`src/rtl/core/plg_pkg.sv`:
```
// peak limiter gain: shared widths, constants, register codes and types
// no dependencies; used by every module of the block by scoped names
`timescale 1ns / 1ps

package plg_pkg;

  localparam int SAMPLE_BITS = 24;
  localparam int COEF_BITS   = 16;
  localparam int GAIN_BITS   = COEF_BITS + 1;
  localparam int THR_BITS    = SAMPLE_BITS - 1;
  localparam int MCAND_BITS  = SAMPLE_BITS + 1;
  localparam int RND_BITS    = SAMPLE_BITS + 2;
  localparam int MUL_STEPS   = GAIN_BITS;
  localparam int DIV_STEPS   = COEF_BITS;
  localparam int ADDR_BITS   = 4;
  localparam int DATA_BITS   = 32;

  localparam logic [GAIN_BITS-1:0] GAIN_UNITY = GAIN_BITS'(1) << COEF_BITS;
  localparam logic [GAIN_BITS-1:0] GAIN_MIN   = GAIN_BITS'(1);

  localparam logic signed [RND_BITS-1:0] SAT_MAX = RND_BITS'((1 << (SAMPLE_BITS - 1)) - 1);
  localparam logic signed [RND_BITS-1:0] SAT_MIN = -RND_BITS'(1 << (SAMPLE_BITS - 1));

  localparam logic [1:0] REG_ATTACK    = 2'd0;
  localparam logic [1:0] REG_RELEASE   = 2'd1;
  localparam logic [1:0] REG_THRESHOLD = 2'd2;

  typedef struct packed {
    logic [COEF_BITS-1:0] attack_coef;
    logic [COEF_BITS-1:0] release_coef;
    logic [THR_BITS-1:0]  threshold_level;
  } cfg_t;

  typedef enum logic [2:0] {
    ST_IDLE,
    ST_ENV,
    ST_DIV_GO,
    ST_DIV,
    ST_MUL_GO,
    ST_MUL,
    ST_EMIT
  } state_e;

endpackage

```
`src/rtl/core/plg_regs.sv`:
```
// peak limiter gain: apb configuration registers
// depends on plg_pkg
`timescale 1ns / 1ps

module plg_regs (
  input  logic                          clk_i,
  input  logic                          rst_ni,
  input  logic                          psel,
  input  logic                          penable,
  input  logic                          pwrite,
  input  logic [plg_pkg::ADDR_BITS-1:0] paddr,
  input  logic [plg_pkg::DATA_BITS-1:0] pwdata,
  output logic [plg_pkg::DATA_BITS-1:0] prdata,
  output logic                          pready,
  output plg_pkg::cfg_t                 cfg_o
);

  plg_pkg::cfg_t cfg_q, cfg_d;
  logic [1:0]    idx;
  logic          wr_en;

  assign idx    = paddr[3:2];
  assign wr_en  = psel && penable && pwrite;
  assign pready = 1'b1;
  assign cfg_o  = cfg_q;

  always_comb begin
    cfg_d = cfg_q;
    if (wr_en) begin
      unique case (idx)
        plg_pkg::REG_ATTACK:    cfg_d.attack_coef     = pwdata[plg_pkg::COEF_BITS-1:0];
        plg_pkg::REG_RELEASE:   cfg_d.release_coef    = pwdata[plg_pkg::COEF_BITS-1:0];
        plg_pkg::REG_THRESHOLD: cfg_d.threshold_level = pwdata[plg_pkg::THR_BITS-1:0];
        default:                cfg_d = cfg_q;
      endcase
    end
  end

  always_comb begin
    unique case (idx)
      plg_pkg::REG_ATTACK:
        prdata = plg_pkg::DATA_BITS'(cfg_q.attack_coef);
      plg_pkg::REG_RELEASE:
        prdata = plg_pkg::DATA_BITS'(cfg_q.release_coef);
      plg_pkg::REG_THRESHOLD:
        prdata = plg_pkg::DATA_BITS'(cfg_q.threshold_level);
      default:
        prdata = '0;
    endcase
  end

  always_ff @(posedge clk_i or negedge rst_ni) begin
    if (!rst_ni) begin
      cfg_q <= '1;
    end else begin
      cfg_q <= cfg_d;
    end
  end

endmodule

```
`src/rtl/core/plg_mul.sv`:
```
// peak limiter gain: bit-serial signed shift-add multiplier, lsb of multiplier first
// returns the product rounded half up at the q16 point; depends on plg_pkg
`timescale 1ns / 1ps

module plg_mul (
  input  logic                                  clk_i,
  input  logic                                  rst_ni,
  input  logic                                  start_i,
  input  logic signed [plg_pkg::MCAND_BITS-1:0] mcand_i,
  input  logic [plg_pkg::GAIN_BITS-1:0]         mplier_i,
  output logic                                  done_o,
  output logic signed [plg_pkg::RND_BITS-1:0]   rnd_o
);

  localparam int CntBits = $clog2(plg_pkg::MUL_STEPS);

  logic signed [plg_pkg::MCAND_BITS-1:0] mcand_q;
  logic signed [plg_pkg::MCAND_BITS-1:0] acc_q;
  logic [plg_pkg::GAIN_BITS-1:0]         mplier_q;
  logic [plg_pkg::GAIN_BITS-1:0]         lo_q;
  logic [CntBits-1:0]                    cnt_q;
  logic                                  busy_q, done_q;
  logic signed [plg_pkg::RND_BITS-1:0]   sum;
  logic                                  last;

  assign sum  = {acc_q[plg_pkg::MCAND_BITS-1], acc_q}
              + (mplier_q[0] ? {mcand_q[plg_pkg::MCAND_BITS-1], mcand_q} : '0);
  assign last = (cnt_q == CntBits'(plg_pkg::MUL_STEPS - 1));

  // floor((p + 2^15) / 2^16) with p = acc * 2^17 + lo
  assign rnd_o  = $signed({acc_q, lo_q[plg_pkg::GAIN_BITS-1]})
                + $signed({{(plg_pkg::RND_BITS-1){1'b0}}, lo_q[plg_pkg::GAIN_BITS-2]});
  assign done_o = done_q;

  always_ff @(posedge clk_i or negedge rst_ni) begin
    if (!rst_ni) begin
      busy_q <= 1'b0;
      done_q <= 1'b0;
      cnt_q  <= '0;
    end else begin
      done_q <= busy_q && last;
      if (start_i) begin
        busy_q <= 1'b1;
        cnt_q  <= '0;
      end else if (busy_q) begin
        cnt_q <= cnt_q + CntBits'(1);
        if (last) begin
          busy_q <= 1'b0;
        end
      end
    end
  end

  always_ff @(posedge clk_i) begin
    if (start_i) begin
      mcand_q  <= mcand_i;
      mplier_q <= mplier_i;
      acc_q    <= '0;
      lo_q     <= '0;
    end else if (busy_q) begin
      acc_q    <= sum[plg_pkg::RND_BITS-1:1];
      lo_q     <= {sum[0], lo_q[plg_pkg::GAIN_BITS-1:1]};
      mplier_q <= mplier_q >> 1;
    end
  end

endmodule

```
`src/rtl/core/plg_div.sv`:
```
// peak limiter gain: restoring divider, one quotient bit per cycle
// gain = clamp((threshold << 16) / envelope, 1, unity); depends on plg_pkg
`timescale 1ns / 1ps

module plg_div (
  input  logic                          clk_i,
  input  logic                          rst_ni,
  input  logic                          start_i,
  input  logic [plg_pkg::THR_BITS-1:0]  thr_i,
  input  logic [plg_pkg::SAMPLE_BITS-1:0] env_i,
  output logic                          done_o,
  output logic [plg_pkg::GAIN_BITS-1:0] gain_o
);

  localparam int CntBits = $clog2(plg_pkg::DIV_STEPS);

  logic [plg_pkg::SAMPLE_BITS-1:0] rem_q, den_q;
  logic [plg_pkg::COEF_BITS-1:0]   quo_q, quo_next;
  logic [plg_pkg::GAIN_BITS-1:0]   gain_q;
  logic [CntBits-1:0]              cnt_q;
  logic                            busy_q, done_q;
  logic [plg_pkg::SAMPLE_BITS:0]   shifted;
  logic                            ge, last, saturate;

  assign shifted  = {rem_q, 1'b0};
  assign ge       = (shifted >= {1'b0, den_q});
  assign quo_next = {quo_q[plg_pkg::COEF_BITS-2:0], ge};
  assign last     = (cnt_q == CntBits'(plg_pkg::DIV_STEPS - 1));
  // zero envelope or threshold at or above it: quotient reaches unity
  assign saturate = (env_i == '0) || ({1'b0, thr_i} >= env_i);

  assign done_o = done_q;
  assign gain_o = gain_q;

  always_ff @(posedge clk_i or negedge rst_ni) begin
    if (!rst_ni) begin
      busy_q <= 1'b0;
      done_q <= 1'b0;
      cnt_q  <= '0;
    end else begin
      done_q <= (start_i && saturate) || (busy_q && last);
      if (start_i) begin
        busy_q <= !saturate;
        cnt_q  <= '0;
      end else if (busy_q) begin
        cnt_q <= cnt_q + CntBits'(1);
        if (last) begin
          busy_q <= 1'b0;
        end
      end
    end
  end

  always_ff @(posedge clk_i) begin
    if (start_i) begin
      rem_q  <= plg_pkg::SAMPLE_BITS'(thr_i);
      den_q  <= env_i;
      quo_q  <= '0;
      gain_q <= plg_pkg::GAIN_UNITY;
    end else if (busy_q) begin
      rem_q <= ge ? plg_pkg::SAMPLE_BITS'(shifted - {1'b0, den_q})
                  : shifted[plg_pkg::SAMPLE_BITS-1:0];
      quo_q <= quo_next;
      if (last) begin
        gain_q <= (quo_next == '0) ? plg_pkg::GAIN_MIN : {1'b0, quo_next};
      end
    end
  end

endmodule

```
`src/rtl/core/peak_limiter_gain.sv`:
```
// peak limiter gain: top level, sequencer, envelope state and output register
// depends on plg_pkg, plg_regs, plg_mul, plg_div
//
//   channel  handshake               payload
//   in       in_valid_i/in_ready_o   sample_in_i
//   out      out_valid_o/out_ready_i sample_out_o, gain_applied_o
//   cfg      psel/penable/pwrite     paddr, pwdata, prdata (pready tied high)
//
// one word at a time: the next word is taken only once the last has left emit;
// a 17-step serial multiply for the envelope step, a 16-step serial divide for the
// gain (skipped when the gain saturates at unity), a 17-step serial multiply for
// the output, plus hand-off states; the one multiplier is shared by both multiplies.
// reset clears the envelope and sets all configuration registers to all ones.
// a finished word waits in the output register while the next word is taken;
// the next word then holds in emit until the output register drains.
`timescale 1ns / 1ps

module peak_limiter_gain (
  input  logic                                   clk_i,
  input  logic                                   rst_ni,
  input  logic                                   psel,
  input  logic                                   penable,
  input  logic                                   pwrite,
  input  logic [plg_pkg::ADDR_BITS-1:0]          paddr,
  input  logic [plg_pkg::DATA_BITS-1:0]          pwdata,
  output logic [plg_pkg::DATA_BITS-1:0]          prdata,
  output logic                                   pready,
  input  logic                                   in_valid_i,
  output logic                                   in_ready_o,
  input  logic signed [plg_pkg::SAMPLE_BITS-1:0] sample_in_i,
  output logic                                   out_valid_o,
  input  logic                                   out_ready_i,
  output logic signed [plg_pkg::SAMPLE_BITS-1:0] sample_out_o,
  output logic [plg_pkg::GAIN_BITS-1:0]          gain_applied_o
);

  plg_pkg::cfg_t   cfg;
  plg_pkg::state_e state_q, state_d;

  logic signed [plg_pkg::SAMPLE_BITS-1:0] s_q, sout_q, sat;
  logic [plg_pkg::SAMPLE_BITS-1:0]        env_q, mag, diff, step, env_new;
  logic [plg_pkg::GAIN_BITS-1:0]          gain_q, gout_q;
  logic                                   rise, rise_q, out_valid_q;
  logic [plg_pkg::COEF_BITS-1:0]          coef;

  logic                                   accept, mul_start, mul_done;
  logic                                   div_start, div_done;
  logic                                   env_load, gain_load, out_load;
  logic signed [plg_pkg::MCAND_BITS-1:0]  mcand;
  logic [plg_pkg::GAIN_BITS-1:0]          mplier, div_gain;
  logic signed [plg_pkg::RND_BITS-1:0]    rnd;

  plg_regs u_regs (
    .clk_i   (clk_i),
    .rst_ni  (rst_ni),
    .psel    (psel),
    .penable (penable),
    .pwrite  (pwrite),
    .paddr   (paddr),
    .pwdata  (pwdata),
    .prdata  (prdata),
    .pready  (pready),
    .cfg_o   (cfg)
  );

  plg_mul u_mul (
    .clk_i    (clk_i),
    .rst_ni   (rst_ni),
    .start_i  (mul_start),
    .mcand_i  (mcand),
    .mplier_i (mplier),
    .done_o   (mul_done),
    .rnd_o    (rnd)
  );

  plg_div u_div (
    .clk_i   (clk_i),
    .rst_ni  (rst_ni),
    .start_i (div_start),
    .thr_i   (cfg.threshold_level),
    .env_i   (env_q),
    .done_o  (div_done),
    .gain_o  (div_gain)
  );

  // magnitude of the incoming word, most negative value kept exact
  assign mag  = sample_in_i[plg_pkg::SAMPLE_BITS-1] ? (~sample_in_i + 1'b1) : sample_in_i;
  assign rise = (mag > env_q);
  assign diff = rise ? (mag - env_q) : (env_q - mag);
  assign coef = rise ? cfg.attack_coef : cfg.release_coef;

  assign mcand  = (state_q == plg_pkg::ST_IDLE) ? $signed({1'b0, diff})
                                                : {s_q[plg_pkg::SAMPLE_BITS-1], s_q};
  assign mplier = (state_q == plg_pkg::ST_IDLE) ? {1'b0, coef} : gain_q;

  assign step    = rnd[plg_pkg::SAMPLE_BITS-1:0];
  assign env_new = rise_q ? (env_q + step) : (env_q - step);

  always_comb begin
    if (rnd > plg_pkg::SAT_MAX) begin
      sat = plg_pkg::SAT_MAX[plg_pkg::SAMPLE_BITS-1:0];
    end else if (rnd < plg_pkg::SAT_MIN) begin
      sat = plg_pkg::SAT_MIN[plg_pkg::SAMPLE_BITS-1:0];
    end else begin
      sat = rnd[plg_pkg::SAMPLE_BITS-1:0];
    end
  end

  always_comb begin
    state_d    = state_q;
    in_ready_o = 1'b0;
    accept     = 1'b0;
    mul_start  = 1'b0;
    div_start  = 1'b0;
    env_load   = 1'b0;
    gain_load  = 1'b0;
    out_load   = 1'b0;
    unique case (state_q)
      plg_pkg::ST_IDLE: begin
        in_ready_o = 1'b1;
        if (in_valid_i) begin
          accept    = 1'b1;
          mul_start = 1'b1;
          state_d   = plg_pkg::ST_ENV;
        end
      end
      plg_pkg::ST_ENV: begin
        if (mul_done) begin
          env_load = 1'b1;
          state_d  = plg_pkg::ST_DIV_GO;
        end
      end
      plg_pkg::ST_DIV_GO: begin
        div_start = 1'b1;
        state_d   = plg_pkg::ST_DIV;
      end
      plg_pkg::ST_DIV: begin
        if (div_done) begin
          gain_load = 1'b1;
          state_d   = plg_pkg::ST_MUL_GO;
        end
      end
      plg_pkg::ST_MUL_GO: begin
        mul_start = 1'b1;
        state_d   = plg_pkg::ST_MUL;
      end
      plg_pkg::ST_MUL: begin
        if (mul_done) begin
          state_d = plg_pkg::ST_EMIT;
        end
      end
      plg_pkg::ST_EMIT: begin
        if (!out_valid_q || out_ready_i) begin
          out_load = 1'b1;
          state_d  = plg_pkg::ST_IDLE;
        end
      end
      default: state_d = plg_pkg::ST_IDLE;
    endcase
  end

  always_ff @(posedge clk_i or negedge rst_ni) begin
    if (!rst_ni) begin
      state_q <= plg_pkg::ST_IDLE;
    end else begin
      state_q <= state_d;
    end
  end

  always_ff @(posedge clk_i or negedge rst_ni) begin
    if (!rst_ni) begin
      env_q       <= '0;
      out_valid_q <= 1'b0;
    end else begin
      if (env_load) begin
        env_q <= env_new;
      end
      if (out_load) begin
        out_valid_q <= 1'b1;
      end else if (out_ready_i) begin
        out_valid_q <= 1'b0;
      end
    end
  end

  // product of the second multiply is held while the result waits in emit
  always_ff @(posedge clk_i) begin
    if (accept) begin
      s_q    <= sample_in_i;
      rise_q <= rise;
    end
    if (gain_load) begin
      gain_q <= div_gain;
    end
    if (out_load) begin
      sout_q <= sat;
      gout_q <= gain_q;
    end
  end

  assign out_valid_o    = out_valid_q;
  assign sample_out_o   = sout_q;
  assign gain_applied_o = gout_q;

endmodule
```
`config.mk`:
```
export PLATFORM = sky130hd
export DESIGN_NAME = peak_limiter_gain
export DESIGN_NICKNAME = d
export VERILOG_FILES = /design/src/rtl/core/plg_pkg.sv /design/src/rtl/core/plg_regs.sv /design/src/rtl/core/plg_mul.sv /design/src/rtl/core/plg_div.sv /design/src/rtl/core/peak_limiter_gain.sv
export SDC_FILE = /design/constraint.sdc
export NUM_CORES = 1
export LEC_CHECK = 0
export BUFFER_PORTS_ARGS = -buffer_cell sky130_fd_sc_hd__buf_2
export CAP_MARGIN = 10
export CORE_MARGIN = 2
export CORE_UTILIZATION = 48
export DETAILED_ROUTE_END_ITERATION = 7
export PLACE_DENSITY = 0.63
export REMOVE_ABC_BUFFERS = 1
export SYNTH_ARGS = -nofsm -noshare
export SYNTH_HDL_FRONTEND = slang
export SYNTH_SLANG_ARGS = --single-unit
```
`constraint.sdc`:
```
create_clock -name clk_i -period 4.3 [get_ports clk_i]
set_input_delay 0.43 -clock clk_i [delete_from_list [all_inputs] [get_ports clk_i]]
set_output_delay 0.43 -clock clk_i [all_outputs]
set_load 0.05 [all_outputs]
```
==> results.txt <==
The number of warnings reported in the yosys synthesis log is 0. For this run, the leading register cell type out of synthesis is sky130_fd_sc_hd__edfxtp_1. The initial antenna violation count came out at 3. The maximum clock skew at final layout is 0.0320 ns. The run finished, with violations left.

The floorplan die width is 216 um. The height of the die came out at 216 um. The final standard cell count with taps included and fillers excluded came out at 3198. The I/O pin total is 143. The critical path is of the in -> reg type. The count of buffers inserted at the top-level ports is 121. The level count of the clock H-tree is 2. The worst-path maximum fanout is 4. Of the synthesized area, sequential elements account for 40.9%. Dividing the detail-routed wire length by the instance count gives 22.0 um. The post-route setup TNS is -0.0269 ns. The pin count of the biggest net entering global routing came out at 61. The endpoint with the worst hold slack is u_regs.cfg_o[16]. Max-cap violations in this run came to 0.

Registers take 8840 um2. The worst-case hold slack came out at 0.0763 ns. The post-synthesis instance area came out at 21600 um2. The worst hold path begins at pwdata[16]. The number of unique standard cell types used by synthesis came out at 92. The number of DRC violations after detailed routing is 0. The library cells used most frequently in the layout, excluding fill and tap cells, are 249 x sky130_fd_sc_hd__buf_4, 188 x sky130_fd_sc_hd__nand2_1, 172 x sky130_fd_sc_hd__edfxtp_1, 169 x sky130_fd_sc_hd__a21oi_1, 164 x sky130_fd_sc_hd__nor2_1. Clock tree synthesis selected as its root buffer the cell sky130_fd_sc_hd__clkbuf_16.

After detailed routing, the number of vias per cell comes to 5.84. The required time at the endpoint of the critical path came out at 4.59 ns. The critical register-to-register path endpoint is env_q[23]. At the pin with the least slew margin, the transition time is 1.01 ns. The buffer levels on the longest clock path came out at 3. The clock input transition at the sequential cells of the worst setup and hold paths came out at 0.06 ns. After legalization and detailed placement, the total HPWL measured 53000 um. Once placement finished, the instance area stood at 24200 um2. The synthesized design contains 328 register bits.

The total detailed-routing wirelength came out at 70500 um. The number of instances in the synthesized netlist is 2269. The via count came out at 18700. The most common cell after layout, fill and taps aside is sky130_fd_sc_hd__buf_4. The checks that failed: setup timing.

Power spread over the standard cell area amounts to 318 nW/um2. The number of violations reported at the end of detailed-routing iteration 0 is 1549. The headroom to the max-slew limit is 32.7%. The site row count came out at 77. The count of endpoints failing hold in the final timing report is 0.

The final global-route overflow total came out at 0. STA classifies the critical path startpoint as a primary input. The first global-routing pass estimated 105000 um of wire. The via count of the first global-routing pass came out at 17800.

The standard cell core area came out at 44300 um2. The number of max-slew violations in the final report is 0. The worst hold path was traced through 2 stages. Compared with the post-synthesis result, the final layout area differs by 22.1%. The summed area of non-filler cells in the final layout is 26400 um2.

The floorplan die area came out at 46800 um2. For this configuration, the core starts out at a cell density of 48.8%. The layout has 3856 filler cells.

The number of inserted diodes is 0. For the worst-skew pair, the clock arrives at the later sink with an insertion delay of 0.58 ns. TritonCTS built the clock tree. The total number of nets in the final design came out at 2801. Summing internal, switching and leakage power gives 8.41 mW. The share of async-settable or async-resettable flops after synthesis came out at 29.3%.

The count of TritonRoute iterations in the first routing pass is 5. The worst IR drop on VDD is 0.359 mV. Setup violations remaining at the end of the flow were counted as 3. In the final layout, the share of cells above drive strength 1 is 25.2%. STA classifies the critical path endpoint as a register.

Global routing used 29.3% of the available tracks. The worst endpoint data arrival time came out at 4.61 ns. Setup repair after global routing could not meet its margin everywhere. The shortest period the worst path allows is 4.31 ns. The number of buffers created by CTS came out at 37. The number of flops mapped to enable cells by yosys came out at 172. Once routing completed, OpenROAD measured the worst setup slack at -0.0147 ns. The multi-input logic area is 12400 um2.

The reg-to-reg startpoint is u_mul.lo_q[15]. Routability-driven placement finished with a final weighted congestion of 0.958. The min-delay analysis places its worst path in the category in -> reg. The setup check on the worst reg-to-reg path leaves a slack of 0.16 ns. The number of placed instances, taps included came out at 3102. The CTS sink count came out at 328. The synthesized area divided by synthesized cell count is 9.53 um2. In this run the static leakage power is 11.4 nW. Based on the critical path, the design can be clocked at up to 232 MHz. The final clock period utilization by the worst path came out at 100%. In this run the remaining antenna-violating nets after routing total 0. The depth of the worst register-to-register path is 19.
==> critical path, stage by stage <==
cell and delay (ns):
sky130_fd_sc_hd__buf_6 0.09, sky130_fd_sc_hd__or3_4 0.39, sky130_fd_sc_hd__nor2_4 0.12, sky130_fd_sc_hd__buf_6 0.11
sky130_fd_sc_hd__nand2_4 0.04, sky130_fd_sc_hd__or2_4 0.24, sky130_fd_sc_hd__nor3_4 0.16, sky130_fd_sc_hd__buf_6 0.13
sky130_fd_sc_hd__nand3_4 0.07, sky130_fd_sc_hd__o41ai_4 0.43, sky130_fd_sc_hd__xnor2_2 0.15, sky130_fd_sc_hd__ha_1 0.35
sky130_fd_sc_hd__a211o_1 0.35, sky130_fd_sc_hd__a2111o_1 0.31, sky130_fd_sc_hd__a31o_4 0.26, sky130_fd_sc_hd__nand2_8 0.11
sky130_fd_sc_hd__buf_6 0.10, sky130_fd_sc_hd__buf_6 0.11, sky130_fd_sc_hd__mux2i_4 0.08, sky130_fd_sc_hd__o31ai_2 0.31
sky130_fd_sc_hd__xnor2_1 0.16, sky130_fd_sc_hd__o21ai_1 0.09
==> synthesized netlist by cell type, types with 18 or more instances <==
| master | n | area share, % |
|---|---|---|
| sky130_fd_sc_hd__a21oi_1 | 179 | 4.1 |
| sky130_fd_sc_hd__ha_1 | 152 | 8.8 |
| sky130_fd_sc_hd__buf_4 | 18 | 0.62 |
| sky130_fd_sc_hd__or3_1 | 18 | 0.52 |
| sky130_fd_sc_hd__o21ai_0 | 163 | 3.8 |
| sky130_fd_sc_hd__a31oi_1 | 21 | 0.61 |
| sky130_fd_sc_hd__nor2_1 | 168 | 2.9 |
| sky130_fd_sc_hd__a211oi_1 | 20 | 0.69 |
| sky130_fd_sc_hd__dfrtp_1 | 41 | 4.7 |
| sky130_fd_sc_hd__dfxtp_1 | 60 | 5.6 |
| sky130_fd_sc_hd__nand3_1 | 42 | 0.97 |
| sky130_fd_sc_hd__xnor2_1 | 98 | 4.0 |
| sky130_fd_sc_hd__inv_1 | 121 | 2.1 |
| sky130_fd_sc_hd__mux2i_1 | 99 | 4.6 |
| sky130_fd_sc_hd__xor2_1 | 50 | 2.0 |
| sky130_fd_sc_hd__and3_1 | 19 | 0.55 |
| sky130_fd_sc_hd__and2_1 | 43 | 1.2 |
| sky130_fd_sc_hd__nand4_1 | 26 | 0.75 |
| sky130_fd_sc_hd__mux2_2 | 58 | 3.0 |
| sky130_fd_sc_hd__nand2_1 | 190 | 3.3 |
| sky130_fd_sc_hd__edfxtp_1 | 172 | 24 |
| sky130_fd_sc_hd__dfstp_2 | 55 | 6.7 |
| sky130_fd_sc_hd__a21o_1 | 67 | 2.3 |
| sky130_fd_sc_hd__nor3_1 | 49 | 1.1 |
| sky130_fd_sc_hd__clkbuf_1 | 81 | 1.4 |
==> state kept, by name, indices dropped and copies added (netlist names), 2 cells and up <==
name            flops
u_regs.cfg_o       55
u_div.rem_q        24
u_mul.lo_q          2
env_q              24
u_div.gain_o       17
u_mul.acc_q        25
state_q             3
u_div.cnt_q         4
u_div.quo_q        15
u_mul.mplier_q     17
u_mul.mcand_q      25
sample_out_o       24
s_q                24
gain_q             17
u_div.den_q        24
u_mul.cnt_q         5
gain_applied_o     17
==> through the flow <==
step | setup WS [ns] | util [%]
floorplan | -1.18 | -
CTS | 0.0104 | 57.7
global placement | -0.620 | 54.7
global route | -0.135 | 59.6
detailed placement | -0.731 | 54.7
finish | -0.0147 | 59.6
==> power by group <==
group | leakage, nW | internal (mW) | switching [mW]
Sequential | 3.08 | 3.50 | 0.187
Clock | 0.612 | 1.96 | 1.38
Combinational | 7.76 | 0.639 | 0.744
==> area by class of cell <==
type	count	share of cell area, %
clock inverters	16	0.900
repair buffers	384	10.3
multi-input cells	1704	46.8
flip-flops and latches	328	33.5
inverters	122	1.73
well taps	592	2.80
clock buffers	52	3.95
==> kinds of logic after synthesis <==
group | Yosys count | share of synthesized area, %
buffers and inverters | 246 | 4.81
muxes | 157 | 7.60
xor gates and xnor gates | 148 | 5.99
DFF | 328 | 40.9
adders and majority gates | 157 | 9.26
AOI/OAI and AO/OA | 596 | 17.4
and+or+nand+nor | 635 | 14.1
other | 2 | 0.0347
==> per-layer routing <==
layer  share of wire (%)  vias up  global-route usage (%)
met5                   0        -                       0
met4                 4.6        0                    13.3
met3                 7.1      160                    5.11
met2                  45      687                    45.7
met1                  43     9024                    39.9
li1                    -     8799                       -
==> worst max path at each step <==
stage | from | to | depth (start not counted)
5_1_grt | sample_in_i[2] | u_mul.mcand_q[18] | 22
6_report | sample_in_i[2] | u_mul.mcand_q[18] | 22
3_5_place_dp | sample_in_i[3] | u_mul.mcand_q[17] | 19
2_1_floorplan | state_q[2] | u_mul.mplier_q[0] | 4
4_1_cts | sample_in_i[3] | u_mul.mcand_q[17] | 19
3_3_place_gp | sample_in_i[3] | u_mul.mcand_q[23] | 20
==> what timing repair did <==
item	CTS	global route
hold buffers	1	0
hold endpoints to repair	10	0
cloned	0	2
pin swaps	2	50
gates resized for setup	8	124
setup endpoints to repair	26	48
buffers inserted	0	26
Note: power is estimated with default switching activity, not from simulation.
